`config.mk`:
```
export PLATFORM = sky130hd
export DESIGN_NAME = alarm_keypad_controller
export DESIGN_NICKNAME = d
export VERILOG_FILES = /design/src/akc_pkg.sv /design/src/alarm_keypad_controller.sv
export SDC_FILE = /design/constraint.sdc
export NUM_CORES = 1
export LEC_CHECK = 0
export BUFFER_PORTS_ARGS = -buffer_cell sky130_fd_sc_hd__buf_2
export CELL_PAD_IN_SITES_DETAIL_PLACEMENT = 1
export CELL_PAD_IN_SITES_GLOBAL_PLACEMENT = 1
export CORE_UTILIZATION = 42
export DETAILED_ROUTE_END_ITERATION = 7
export PLACE_DENSITY = 0.83
export SLEW_MARGIN = 25
export SYNTH_ARGS = -nofsm -noshare
export SYNTH_HDL_FRONTEND = slang
export SYNTH_SLANG_ARGS = --single-unit
```
`constraint.sdc`:
```
create_clock -name clk -period 4.55 [get_ports clk]
set_clock_uncertainty 0.2 [all_clocks]
set_input_delay 0.6825 -clock clk [delete_from_list [all_inputs] [get_ports clk]]
set_output_delay 0.6825 -clock clk [all_outputs]
set_load 0.02 [all_outputs]
```
`src/akc_pkg.sv`:
```
// shared widths, codes and reset values of the alarm keypad controller
package akc_pkg;

  localparam int IN_USER_W  = 3;
  localparam int IN_DATA_W  = 16;
  localparam int OUT_DATA_W = 48;
  localparam int CFG_ADDR_W = 5;
  localparam int CFG_DATA_W = 32;

  localparam int PW_W      = 14;
  localparam int DELAY_W   = 8;
  localparam int CODE_W    = 7;
  localparam int DIGIT_W   = 4;
  localparam int DCNT_O_W  = 3;
  localparam int PKT_W     = 2;
  localparam int STAT_W    = 2;

  typedef enum logic [IN_USER_W-1:0] {
    REQ_TICK   = 3'd0,
    REQ_SENSOR = 3'd1,
    REQ_DIGIT  = 3'd2,
    REQ_ARM    = 3'd3,
    REQ_CANCEL = 3'd4
  } req_t;

  typedef enum logic [PKT_W-1:0] {
    PKT_NONE  = 2'd0,
    PKT_START = 2'd1,
    PKT_STOP  = 2'd2
  } pkt_t;

  typedef enum logic [STAT_W-1:0] {
    ST_NONE    = 2'd0,
    ST_PARTIAL = 2'd1,
    ST_ACCEPT  = 2'd2,
    ST_REJECT  = 2'd3
  } pin_stat_t;

  typedef enum logic [2:0] {
    REG_PASSWORD    = 3'd0,
    REG_EXIT_DELAY  = 3'd1,
    REG_ENTRY_DELAY = 3'd2,
    REG_TRIG_A      = 3'd3,
    REG_TRIG_B      = 3'd4
  } reg_idx_t;

  localparam logic [PW_W-1:0]    PASSWORD_RST = 14'd1234;
  localparam logic [DELAY_W-1:0] DELAY_RST    = 8'd30;
  localparam logic [CODE_W-1:0]  TRIG_A_RST   = 7'b1111110;
  localparam logic [CODE_W-1:0]  TRIG_B_RST   = 7'b1111101;
  localparam logic [DIGIT_W-1:0] DIGIT_MAX    = 4'd9;

endpackage

```
`src/alarm_keypad_controller.sv`:
```
// alarm keypad controller: event decoder, countdowns, pin entry and register port
//
// One request (tick, sensor code, key digit, arm or cancel) is taken per clock
// cycle and produces exactly one registered result. All flag, countdown and pin
// state is updated by a single pass of logic at the accepting edge, so the rate
// is one request per cycle as long as the result side takes its data; in_tready
// drops only while a result waits and out_tready is low. Registers (password,
// exit_delay, entry_delay, trigger_code_a, trigger_code_b) sit at byte addresses
// 0, 4, 8, 12, 16; the user must write them only while the block is idle, which
// the block does not enforce. PIN_DIGITS sets how many digits form one pin entry.
module alarm_keypad_controller #(
  parameter int PIN_DIGITS = 4
) (
  input  logic                          clk,
  input  logic                          rst_n,
  input  logic                          in_tvalid,
  output logic                          in_tready,
  // [2:0] req_type
  input  logic [akc_pkg::IN_USER_W-1:0] in_tuser,
  // [6:0] sensor_code, [10:7] key_digit, [15:11] zero
  input  logic [akc_pkg::IN_DATA_W-1:0] in_tdata,
  output logic                          out_tvalid,
  input  logic                          out_tready,
  // [0] armed, [1] exit_pending, [2] entry_pending, [3] alarm_on, [4] buzzer_on,
  // [6:5] packet_out, [8:7] pin_status, [22:9] pin_value, [25:23] digits_entered,
  // [33:26] exit_left, [41:34] entry_left, [42] entry_started, [47:43] zero
  output logic [akc_pkg::OUT_DATA_W-1:0] out_tdata,
  input  logic                          cfg_psel,
  input  logic                          cfg_penable,
  input  logic                          cfg_pwrite,
  input  logic [akc_pkg::CFG_ADDR_W-1:0] cfg_paddr,
  input  logic [akc_pkg::CFG_DATA_W-1:0] cfg_pwdata,
  output logic [akc_pkg::CFG_DATA_W-1:0] cfg_prdata,
  output logic                          cfg_pready
);
  import akc_pkg::*;

  localparam int ACC_W = $clog2(10 ** PIN_DIGITS);
  localparam int CNT_W = (PIN_DIGITS > 1) ? $clog2(PIN_DIGITS) : 1;
  localparam int CMP_W = (ACC_W > PW_W) ? ACC_W : PW_W;

  logic [PW_W-1:0]    password_r;
  logic [DELAY_W-1:0] exit_delay_r;
  logic [DELAY_W-1:0] entry_delay_r;
  logic [CODE_W-1:0]  trig_a_r;
  logic [CODE_W-1:0]  trig_b_r;

  logic               armed_r, armed_nxt;
  logic               exit_flag_r, exit_flag_nxt;
  logic               entry_flag_r, entry_flag_nxt;
  logic               alarm_r, alarm_nxt;
  logic               buzzer_r, buzzer_nxt;
  logic [DELAY_W-1:0] exit_count_r, exit_count_nxt;
  logic [DELAY_W-1:0] entry_count_r, entry_count_nxt;
  logic [CNT_W-1:0]   digit_count_r, digit_count_nxt;
  logic [ACC_W-1:0]   pin_accum_r, pin_accum_nxt;

  logic                  out_tvalid_r;
  logic [OUT_DATA_W-1:0] out_tdata_r, out_tdata_nxt;

  logic                  in_fire;
  logic                  cfg_wr;
  reg_idx_t              cfg_idx;
  req_t                  req;
  logic [CODE_W-1:0]     code;
  logic [DIGIT_W-1:0]    digit;
  logic [ACC_W+3:0]      acc_ext;
  logic [ACC_W-1:0]      acc_new;
  logic [CNT_W:0]        cnt_inc;
  logic                  pin_done;
  logic                  pin_match;
  logic                  code_hit;
  pkt_t                  packet;
  pin_stat_t             status;
  logic [PW_W-1:0]       shown;
  logic                  started;
  logic [DELAY_W-1:0]    exit_left;
  logic [DELAY_W-1:0]    entry_left;

  assign in_tready  = !out_tvalid_r || out_tready;
  assign in_fire    = in_tvalid && in_tready;
  assign out_tvalid = out_tvalid_r;
  assign out_tdata  = out_tdata_r;
  assign cfg_pready = 1'b1;
  assign cfg_wr     = cfg_psel && cfg_penable && cfg_pwrite && cfg_pready;
  assign cfg_idx    = reg_idx_t'(cfg_paddr[CFG_ADDR_W-1:2]);

  assign req   = req_t'(in_tuser);
  assign code  = in_tdata[CODE_W-1:0];
  assign digit = in_tdata[CODE_W+DIGIT_W-1:CODE_W];

  // accum * 10 + digit as shift and add
  assign acc_ext   = ({4'b0, pin_accum_r} << 3) + ({4'b0, pin_accum_r} << 1)
                   + {{ACC_W{1'b0}}, digit};
  assign acc_new   = acc_ext[ACC_W-1:0];
  assign cnt_inc   = {1'b0, digit_count_r} + {{CNT_W{1'b0}}, 1'b1};
  assign pin_done  = cnt_inc >= (CNT_W+1)'(PIN_DIGITS);
  assign pin_match = CMP_W'(acc_new) == CMP_W'(password_r);
  assign code_hit  = (code == trig_a_r) || (code == trig_b_r);

  always_comb begin
    armed_nxt       = armed_r;
    exit_flag_nxt   = exit_flag_r;
    entry_flag_nxt  = entry_flag_r;
    alarm_nxt       = alarm_r;
    buzzer_nxt      = buzzer_r;
    exit_count_nxt  = exit_count_r;
    entry_count_nxt = entry_count_r;
    digit_count_nxt = digit_count_r;
    pin_accum_nxt   = pin_accum_r;
    packet          = PKT_NONE;
    status          = ST_NONE;
    shown           = PW_W'(pin_accum_r);
    started         = 1'b0;
    unique case (req)
      REQ_TICK: begin
        if (exit_flag_r) begin
          if (exit_count_r <= DELAY_W'(1)) begin
            exit_count_nxt = '0;
            exit_flag_nxt  = 1'b0;
            armed_nxt      = 1'b1;
            packet         = PKT_START;
          end else begin
            exit_count_nxt = exit_count_r - DELAY_W'(1);
          end
        end
        if (entry_flag_r) begin
          if (entry_count_r <= DELAY_W'(1)) begin
            entry_count_nxt = '0;
            entry_flag_nxt  = 1'b0;
            alarm_nxt       = 1'b1;
            buzzer_nxt      = 1'b1;
          end else begin
            entry_count_nxt = entry_count_r - DELAY_W'(1);
          end
        end
      end
      REQ_SENSOR: begin
        if (armed_r && code_hit && !alarm_r && !entry_flag_r) begin
          entry_flag_nxt  = 1'b1;
          entry_count_nxt = entry_delay_r;
          started         = 1'b1;
        end
      end
      REQ_DIGIT: begin
        if (digit <= DIGIT_MAX) begin
          shown = PW_W'(acc_new);
          if (pin_done) begin
            if (pin_match) begin
              packet         = PKT_STOP;
              buzzer_nxt     = 1'b0;
              entry_flag_nxt = 1'b0;
              armed_nxt      = 1'b0;
              alarm_nxt      = 1'b0;
              status         = ST_ACCEPT;
            end else begin
              status = ST_REJECT;
            end
            digit_count_nxt = '0;
            pin_accum_nxt   = '0;
          end else begin
            digit_count_nxt = cnt_inc[CNT_W-1:0];
            pin_accum_nxt   = acc_new;
            status          = ST_PARTIAL;
          end
        end
      end
      REQ_ARM: begin
        exit_flag_nxt  = 1'b1;
        exit_count_nxt = exit_delay_r;
      end
      REQ_CANCEL: begin
        exit_flag_nxt  = 1'b0;
        entry_flag_nxt = 1'b0;
        armed_nxt      = 1'b0;
        alarm_nxt      = 1'b0;
      end
      default: begin
      end
    endcase
  end

  assign exit_left  = exit_flag_nxt ? exit_count_nxt : '0;
  assign entry_left = entry_flag_nxt ? entry_count_nxt : '0;
  assign out_tdata_nxt = {5'b0, started, entry_left, exit_left,
                          DCNT_O_W'(digit_count_nxt), shown, status, packet,
                          buzzer_nxt, alarm_nxt, entry_flag_nxt, exit_flag_nxt,
                          armed_nxt};

  always_comb begin
    unique case (cfg_idx)
      REG_PASSWORD:    cfg_prdata = CFG_DATA_W'(password_r);
      REG_EXIT_DELAY:  cfg_prdata = CFG_DATA_W'(exit_delay_r);
      REG_ENTRY_DELAY: cfg_prdata = CFG_DATA_W'(entry_delay_r);
      REG_TRIG_A:      cfg_prdata = CFG_DATA_W'(trig_a_r);
      REG_TRIG_B:      cfg_prdata = CFG_DATA_W'(trig_b_r);
      default:         cfg_prdata = '0;
    endcase
  end

  always_ff @(posedge clk) begin
    if (!rst_n) begin
      password_r    <= PASSWORD_RST;
      exit_delay_r  <= DELAY_RST;
      entry_delay_r <= DELAY_RST;
      trig_a_r      <= TRIG_A_RST;
      trig_b_r      <= TRIG_B_RST;
    end else if (cfg_wr) begin
      unique case (cfg_idx)
        REG_PASSWORD:    password_r    <= cfg_pwdata[PW_W-1:0];
        REG_EXIT_DELAY:  exit_delay_r  <= cfg_pwdata[DELAY_W-1:0];
        REG_ENTRY_DELAY: entry_delay_r <= cfg_pwdata[DELAY_W-1:0];
        REG_TRIG_A:      trig_a_r      <= cfg_pwdata[CODE_W-1:0];
        REG_TRIG_B:      trig_b_r      <= cfg_pwdata[CODE_W-1:0];
        default: begin
        end
      endcase
    end
  end

  always_ff @(posedge clk) begin
    if (!rst_n) begin
      armed_r       <= 1'b0;
      exit_flag_r   <= 1'b0;
      entry_flag_r  <= 1'b0;
      alarm_r       <= 1'b0;
      buzzer_r      <= 1'b0;
      exit_count_r  <= '0;
      entry_count_r <= '0;
      digit_count_r <= '0;
      pin_accum_r   <= '0;
      out_tvalid_r  <= 1'b0;
    end else begin
      if (in_fire) begin
        armed_r       <= armed_nxt;
        exit_flag_r   <= exit_flag_nxt;
        entry_flag_r  <= entry_flag_nxt;
        alarm_r       <= alarm_nxt;
        buzzer_r      <= buzzer_nxt;
        exit_count_r  <= exit_count_nxt;
        entry_count_r <= entry_count_nxt;
        digit_count_r <= digit_count_nxt;
        pin_accum_r   <= pin_accum_nxt;
        out_tvalid_r  <= 1'b1;
      end else if (out_tready) begin
        out_tvalid_r  <= 1'b0;
      end
    end
  end

  always_ff @(posedge clk) begin
    if (in_fire) begin
      out_tdata_r <= out_tdata_nxt;
    end
  end

`ifndef ASSERT_OFF
  a_entry_needs_armed: assert property (@(posedge clk) disable iff (!rst_n)
    (entry_flag_r || alarm_r) |-> armed_r)
    else $error("entry countdown or alarm while not armed");

  a_entry_alarm_excl: assert property (@(posedge clk) disable iff (!rst_n)
    !(entry_flag_r && alarm_r))
    else $error("entry countdown running while alarm sounds");

  a_digit_count_range: assert property (@(posedge clk) disable iff (!rst_n)
    (CNT_W+1)'(digit_count_r) < (CNT_W+1)'(PIN_DIGITS))
    else $error("digit count reached pin length");

  a_request_gives_result: assert property (@(posedge clk) disable iff (!rst_n)
    in_fire |=> out_tvalid_r)
    else $error("accepted request left no result");
`endif

endmodule
```
==> results of run 1 <==
[Yosys cell counts, types with 5 or more instances]
| cell type | instances |
|---|---|
| nor3_1 | 23 |
| o21ai_0 | 41 |
| or3_1 | 5 |
| and3_1 | 17 |
| mux2_2 | 14 |
| nand2b_1 | 5 |
| a21oi_1 | 53 |
| nor4_1 | 6 |
| clkbuf_1 | 37 |
| buf_4 | 25 |
| edfxtp_1 | 42 |
| nand3_1 | 18 |
| nor2_1 | 93 |
| nand2_1 | 90 |
| mux2i_1 | 28 |
| a211oi_1 | 13 |
| a22oi_1 | 20 |
| o22ai_1 | 9 |
| inv_1 | 14 |
| ha_1 | 27 |
| dfxtp_1 | 82 |
| or2_2 | 5 |
| xnor2_1 | 12 |
| and2_1 | 15 |
| a21o_1 | 5 |
| xor2_1 | 22 |
[power breakdown]
part | leakage (uW) | internal (uW) | total, uW | switching (uW)
sequential | 0.00109 | 1180 | 1210 | 28.7
combinational | 0.00215 | 104 | 322 | 218
clock | 0.000284 | 805 | 1320 | 519
[kinds of logic after synthesis]
family | after synthesis | share of synthesized area
AO/OA/AOI/OAI | 178 | 0.161
buffers and inverters | 82 | 0.0576
multiplexers | 43 | 0.0644
adder cells (fa/ha/maj) | 29 | 0.0528
AND/OR/NAND/NOR | 302 | 0.200
XOR/XNOR | 39 | 0.0581
flip-flops | 124 | 0.406
other | 2 | 0.00105
[stage by stage]
step / cells / total power (uW) / util
detailed placement: 1082 / 1550 / 0.466
finish: 1114 / 2860 / 0.501
CTS: 1114 / 2880 / 0.501
floorplan: 822 / 1460 / -
global placement: 1082 / 1550 / 0.466
global route: 1114 / 2960 / 0.501
[layout make-up]
class | count | area, um2
repair buffers | 106 | 558
inverters | 16 | 60.1
clock buffers | 18 | 429
flip-flops and latches | 124 | 2900
well taps | 220 | 275
fillers | 1972 | 8270
multi-input cells | 616 | 3940
clock inverters | 14 | 146
[state kept, by name, summed over array words and instances (netlist names)]
signal,count
out_tdata,42
password_r,14
pin_accum_r,14
entry_count_r,8
entry_delay_r,8
exit_count_r,8
exit_delay_r,8
trig_a_r,7
trig_b_r,7
digit_count_r,2
alarm_r,1
armed_r,1
buzzer_r,1
entry_flag_r,1
exit_flag_r,1
out_tvalid,1
[worst max-delay path, stage by stage, from the launching register on]
cell and delay [ns]:
dfxtp_1 0.41, fa_1 0.50, ha_1 0.33, a211oi_1 0.42
o21ai_0 0.28, a2111oi_1 0.55, o31ai_1 0.18, a21boi_1 0.15
nand4b_1 0.19, a41oi_4 0.47, nor2_1 0.10
[layer usage]
metal  vias to the layer above  wire length, um  GRT usage  part of all wire
li1                       3000                -          -                 -
met1                      3041             9720      0.327              0.47
met2                       170             9540      0.385              0.46
met3                        22             1040     0.0529             0.050
met4                         0              310     0.0785             0.015
met5                         -                0          0                 0
[final timing paths]
path / start / to / slack [ns] / cells after the start
max: pin_accum_r[2] / out_tdata[34] / 0.49 / 10
min: cfg_pwdata[10] / password_r[10] / 0.27 / 3
max reg2reg: pin_accum_r[2] / out_tdata[34] / 0.49 / 10
min reg2reg: digit_count_r[1] / digit_count_r[1] / 0.28 / 2
==> impl_metrics.json, run 1 <==
{
  "status": "complete, no violations",
  "chipHeight_um": 132,
  "track_usage": 0.242,
  "synth_edf_count": 42,
  "ctsLongestPathBuffers": 2,
  "wl_per_cell_um": 18.5,
  "worstMarginPinSlew_ns": 0.936,
  "cts_tree": "yes",
  "drt_iter0_drc": 385,
  "route.vias.total": 6233,
  "drive_above_1_share": 0.187,
  "netlist_area_um2": 7150,
  "pin_count": 146,
  "cts_root_buffer": "clkbuf_16",
  "final_nets": 973,
  "yosysSeqAreaShare": 0.406,
  "synth_cell_type_count": 72,
  "final_cell_mix": "buf_2 (95), nor2_1 (93), nand2_1 (90)",
  "insertedDiodeCount": 0,
  "ctsHoldBuffers": 0,
  "finalInstanceArea_um2": 8310,
  "ys.flop_type": "dfxtp_1",
  "place_area_um2": 7730,
  "cts_resized": 0,
  "hpwl_um": 15000,
  "post_cts_buffers": 0,
  "drv_cap": 0,
  "dieArea_um2": 17600,
  "drtAntennaViolNets": 0,
  "p_leak_uw": 0.00353,
  "overflow": 0,
  "area_growth_syn_to_layout_pct": 16.2,
  "fmax_mhz": 246,
  "fp.dieW_um": 132,
  "fin_crit_sh": 0.892,
  "cp_max_fo": 9,
  "rsz0062_at_grt": "no",
  "arrival_ns": 4.02,
  "start_kind": "flip-flop",
  "first_pass_iters": 5,
  "antenna_found_initial": 0,
  "gp_congestion": 0.879,
  "cts_buffers": 17,
  "synthTopCellsByArea": "dfxtp_1 (23%), edfxtp_1 (18%), nor2_1 (4.9%)",
  "slew_headroom": 0.374,
  "clk_pin_slew_ns": 0.06,
  "period_minus_slack_ns": 4.06,
  "setup_slack_ns": 0.493,
  "start_util": 0.431,
  "insertion_delay_ns": 0.43,
  "critPathCaptureType": "flip-flop",
  "layout_commonest_cell": "buf_2",
  "h-tree-depth": 4,
  "viasPerCell": 5.60,
  "core_area_um2": 16600,
  "io_buffers": 95,
  "grt_max_degree": 37,
  "wirelength_um": 20600,
  "synthCells": 799,
  "syn_avg_cell_area_um2": 8.95,
  "rows": 47,
  "async_flop_share": 0,
  "grt_pass1_vias": 6164,
  "tns_ns": 0,
  "p_per_area_nw_per_um2": 344,
  "cts.sinks": 124,
  "slew_violations": 0,
  "post-place-ws_ns": 0.123,
  "ys_seq_elements": 124,
  "setup_viol": 0,
  "synth_top_area_share": 0.230,
  "grt_first_pass_wirelength_um": 33000,
  "holdWs_ns": 0.268,
  "worst_ep_required_time_ns": 4.52,
  "hold_path.class": "in2reg",
  "hold_viol": 0,
  "ys_warn_count": 0,
  "yosysTopAreaCell": "dfxtp_1",
  "peakVddDrop_uv": 274,
  "crit_type": "reg2reg",
  "drc": 0
}
(Power assumes the default switching activity.)
==> inputs of run 2 (changes only) <==
--- a/config.mk
+++ b/config.mk
@@ -9,8 +9,10 @@
 export CELL_PAD_IN_SITES_DETAIL_PLACEMENT = 1
 export CELL_PAD_IN_SITES_GLOBAL_PLACEMENT = 1
 export CORE_UTILIZATION = 42
+export CTS_CLUSTER_DIAMETER = 40
 export DETAILED_ROUTE_END_ITERATION = 7
 export PLACE_DENSITY = 0.83
+export RECOVER_POWER = 50
 export SLEW_MARGIN = 25
 export SYNTH_ARGS = -nofsm -noshare
 export SYNTH_HDL_FRONTEND = slang
==> impl_metrics.json, run 2 (synthesis results as in run 1) <==
{
  "drt_iter0_drc": 377,
  "start_util": 0.431,
  "final_cell_mix": "nor2_1 (93), nand2_1 (90), dfxtp_1 (82)",
  "insertedDiodeCount": 0,
  "rows": 47,
  "gp_congestion": 0.879,
  "insertion_delay_ns": 0.43,
  "arrival_ns": 4.20,
  "largest_reg_flops": 42,
  "post-place-ws_ns": 0.123,
  "worst_ep_required_time_ns": 4.68,
  "grt_max_degree": 37,
  "overflow": 0,
  "hpwl_um": 15000,
  "place_area_um2": 7730,
  "ctsHoldBuffers": 0,
  "holdWs_ns": 0.268,
  "final_util": 0.497,
  "drtAntennaViolNets": 0,
  "slew_headroom": -0.170,
  "post_cts_buffers": 0,
  "fp.dieW_um": 132,
  "grt_pass1_vias": 6164,
  "cts_root_buffer": "clkbuf_16",
  "crit_type": "in2reg",
  "multi_input_area_um2": 3940,
  "ctsLongestPathBuffers": 2,
  "p_leak_uw": 0.00338,
  "drive_above_1_share": 0.130,
  "first_pass_iters": 5,
  "violations": "capacitance limit, slew limit",
  "cts.sinks": 124,
  "drc": 0,
  "grt.met3_usage": 0.0529,
  "peakVddDrop_uv": 274,
  "period_minus_slack_ns": 4.07,
  "finalInstanceArea_um2": 8240,
  "setup_slack_ns": 0.476,
  "antenna_found_initial": 0,
  "hold_viol": 0,
  "chipHeight_um": 132,
  "viasPerCell": 5.56,
  "dieArea_um2": 17600,
  "grt_first_pass_wirelength_um": 33000,
  "cts_tree": "yes",
  "final_nets": 973,
  "rsz0062_at_grt": "no",
  "h-tree-depth": 4,
  "p_per_area_nw_per_um2": 347,
  "busiest_layer": "met2",
  "wl_per_cell_um": 18.6,
  "hold_path.class": "in2reg",
  "slew_violations": 34,
  "grt_use_met2": 0.385,
  "cp_max_fo": 36,
  "route.vias.total": 6195,
  "setup_viol": 0,
  "seqCellArea_um2": 2900,
  "tns_ns": 0,
  "status": "complete, but fails checks",
  "core_area_um2": 16600,
  "wirelength_um": 20700,
  "clk_pin_slew_ns": 0.06,
  "layout_commonest_cell": "nor2_1",
  "fin_crit_sh": 0.895,
  "drv_cap": 1,
  "track_usage": 0.242,
  "grtUsageMet1": 0.327,
  "pin_count": 146,
  "cts_buffers": 17,
  "critPathCaptureType": "flip-flop",
  "cts_resized": 0,
  "worstMarginPinSlew_ns": 1.75,
  "nFillCells": 1992,
  "fmax_mhz": 245,
  "io_buffers": 95,
  "area_growth_syn_to_layout_pct": 15.2,
  "start_kind": "input port"
}
## run 2: changes by cell type in the layout (fill, tap and decap cells not counted)
cell	change
inv_2	-1
clkbuf_2	+1
or2_1	+1
inv_1	+1
buf_4	-4
buf_2	-46
clkbuf_1	+49
or2_2	-1
## run 2: layer usage
metal  part of all wire  vias to the layer above  wire (um)
met4              0.015                        0        310
met5                  0                        -          0
met1               0.48                     3023       9940
met3              0.046                       22        941
li1                   -                     2998          -
met2               0.46                      152       9490
## run 2: layout make-up
cell class                      instances  area share
Clock inverter                         14      0.0178
Sequential cell                       124       0.352
Inverter                               16     0.00729
Multi-Input combinational cell        616       0.478
Tap cell                              220      0.0334
Timing Repair Buffer                  106      0.0591
Clock buffer                           18      0.0521
## run 2: path summary, 6_finish.rpt
path	slack (ns)	end	cells after the start	from
hold reg to reg	0.29	digit_count_r[1]	2	digit_count_r[1]
setup reg to reg	0.49	out_tdata[37]	10	pin_accum_r[2]
setup / recovery	0.48	exit_flag_r	5	rst_n
hold / removal	0.27	password_r[10]	3	cfg_pwdata[10]
## run 2: worst max-delay path, cell delays in order
cell      delay [ns]
buf_2           0.07
clkbuf_1        1.25
clkinv_1        1.09
clkbuf_2        0.71
a211oi_1        0.37
## run 2: report_power, final
part | switching (uW) | internal, uW | leakage [uW] | total, uW
registers | 29.5 | 1180 | 0.00109 | 1210
clock network | 522 | 805 | 0.000284 | 1330
logic | 218 | 96.8 | 0.00200 | 314
total | 769 | 2090 | 0.00338 | 2860
## run 2: per-stage QoR
step | instances | power, uW
2_1_floorplan | 822 | 1460
3_3_place_gp | 1082 | 1550
3_5_place_dp | 1082 | 1550
4_1_cts | 1114 | 2880
5_1_grt | 1114 | 2960
6_report | 1114 | 2860
==> inputs of run 3 (changes only) <==
--- a/config.mk
+++ b/config.mk
@@ -5,13 +5,13 @@
 export SDC_FILE = /design/constraint.sdc
 export NUM_CORES = 1
 export LEC_CHECK = 0
-export BUFFER_PORTS_ARGS = -buffer_cell sky130_fd_sc_hd__buf_2
 export CELL_PAD_IN_SITES_DETAIL_PLACEMENT = 1
 export CELL_PAD_IN_SITES_GLOBAL_PLACEMENT = 1
-export CORE_UTILIZATION = 42
+export CORE_UTILIZATION = 45
 export CTS_CLUSTER_DIAMETER = 40
 export DETAILED_ROUTE_END_ITERATION = 7
-export PLACE_DENSITY = 0.83
+export DONT_BUFFER_PORTS = 1
+export PLACE_DENSITY = 0.78
 export RECOVER_POWER = 50
 export SLEW_MARGIN = 25
 export SYNTH_ARGS = -nofsm -noshare
==> impl_metrics.json, run 3 (synthesis results as in run 1) <==
{
  "status": "complete, but fails checks",
  "violations": "capacitance limit, slew limit",
  "route.vias.total": 6058,
  "h-tree-depth": 4,
  "reg2reg_depth": 10,
  "crit_chain": "fa_1 -> fa_1 -> xnor2_1 -> xor2_1 -> nand4_1 -> a2111oi_0 -> o2111ai_1 -> nand4b_1 -> a41oi_4 -> nor2_1",
  "crit_cells": 10,
  "dieArea_um2": 16400,
  "seq_power_share": 0.447,
  "clk_pin_slew_ns": 0.06,
  "dp.cells": 974,
  "hold_viol": 0,
  "grt_pass1_vias": 6034,
  "gp_congestion": 0.876,
  "grt_first_pass_wirelength_um": 33900,
  "critPathMaxStageDelay_ns": 0.50,
  "post_cts_buffers": 0,
  "period_minus_slack_ns": 4.22,
  "final_nets": 874,
  "viasPerCell": 6.02,
  "p_switching_uw": 718,
  "start_util": 0.465,
  "crit_type": "reg2reg",
  "drive_above_1_share": 0.0767,
  "largest_reg_flops": 42,
  "p_clk_frac": 0.473,
  "drc": 0,
  "io_buffers": 0,
  "layout_commonest_cell": "nor2_1",
  "drv_cap": 2,
  "hpwl_um": 15400,
  "ctsLongestPathBuffers": 2,
  "hold_path.class": "in2reg",
  "area_growth_syn_to_layout_pct": 8.64,
  "slew_violations": 61,
  "wl_per_cell_um": 21.2,
  "fin_crit_sh": 0.928,
  "cp_slowest_cell": "fa_1",
  "rr_startpoint": "pin_accum_r[0]",
  "cp_max_fo": 9,
  "slew_headroom": -0.820,
  "finish.cell_count_without_fillers": 1006,
  "start_kind": "flip-flop",
  "rows": 45,
  "peakVddDrop_uv": 295,
  "critPathCaptureType": "flip-flop",
  "antenna_found_initial": 2,
  "crit_top_cell": "fa_1",
  "crit_buf_inv": 0,
  "overflow": 0,
  "internal_power_uw": 2070,
  "cts_buffers": 17,
  "pin_count": 146,
  "cts_root_buffer": "clkbuf_16",
  "arrival_ns": 4.18,
  "tns_ns": 0,
  "worstMarginPinSlew_ns": 2.73,
  "p_per_area_nw_per_um2": 359,
  "cp_top_family": "compound AO/OA/AOI/OAI gates",
  "core_area_um2": 15400,
  "fp.dieW_um": 128,
  "first_pass_iters": 6,
  "p_comb_frac": 0.081,
  "drtAntennaViolNets": 0,
  "chipHeight_um": 128,
  "r2r_slack_ns": 0.33,
  "setup_viol": 0,
  "crit_end": "out_tdata[40]",
  "drt_iter0_drc": 428,
  "insertion_delay_ns": 0.43,
  "cts_resized": 0,
  "ctsHoldBuffers": 0,
  "fmax_mhz": 237,
  "wirelength_um": 21300,
  "cts_tree": "yes",
  "final_cell_mix": "nor2_1 (93), nand2_1 (90), dfxtp_1 (82)",
  "worst_ep_required_time_ns": 4.51,
  "track_usage": 0.274,
  "p_leak_uw": 0.00309,
  "reg2reg_to": "out_tdata[40]",
  "startpoint": "pin_accum_r[0]",
  "rsz0062_at_grt": "no",
  "swShare": 0.257,
  "insertedDiodeCount": 0,
  "grt_max_degree": 52,
  "cts.sinks": 124
}
run 3: changes by cell type in the layout (fill, tap and decap cells not counted), sizes merged:
cell,previous run,this run
clkinvlp,1,2
clkbuf,68,24
inv,17,15
bufinv,2,1
clkinv,10,8
buf,56,5
run 3: power groups by stage:
stage	sequential [uW]	combinational [uW]	clock, uW
after floorplan	1250	207	0
after global placement	1270	210	0
after detailed placement	1270	222	0
after CTS	1250	225	1330
after global routing	1250	248	1390
final	1250	225	1320
run 3: metal layers:
layer	part of all wire	vias up	GRT usage	wire (um)
li1	-	2804	-	-
met5	0	-	0	0
met3	0.061	34	0.0697	1310
met1	0.47	3011	0.376	9990
met2	0.45	209	0.413	9490
met4	0.023	0	0.107	498
run 3: worst min-delay path by stage:
stage	cells after the start	slack [ns]	endpoint	start
after global placement	2	0.26	digit_count_r[1]	digit_count_r[1]
final	1	0.13	exit_delay_r[3]	rst_n
after floorplan	2	0.25	password_r[8]	password_r[8]
after CTS	1	0.12	exit_delay_r[4]	rst_n
after global routing	1	0.11	exit_delay_r[2]	rst_n
after detailed placement	2	0.27	digit_count_r[1]	digit_count_r[1]
run 3: final cells by class:
cell class | instances | area [um2]
timing repair buffer | 7 | 45.0
tap | 211 | 264
multi-input combinational | 616 | 3920
inverter | 16 | 60.1
fill | 1790 | 7600
clock inverter | 10 | 87.6
clock buffer | 22 | 487
sequential | 124 | 2900
run 3: stage by stage:
step           power [uW]  utilization  hold WS [ns]  worst slack (ns)  cell area, um2
4_1_cts              2800        0.507         0.117             0.378            7790
3_3_place_gp         1480        0.469         0.258             0.318            7210
3_5_place_dp         1490        0.470         0.273             0.139            7220
5_1_grt              2890        0.505         0.114            0.0997            7770
6_report             2790        0.505         0.132             0.326            7770
2_1_floorplan        1460            -         0.245             0.658            7240
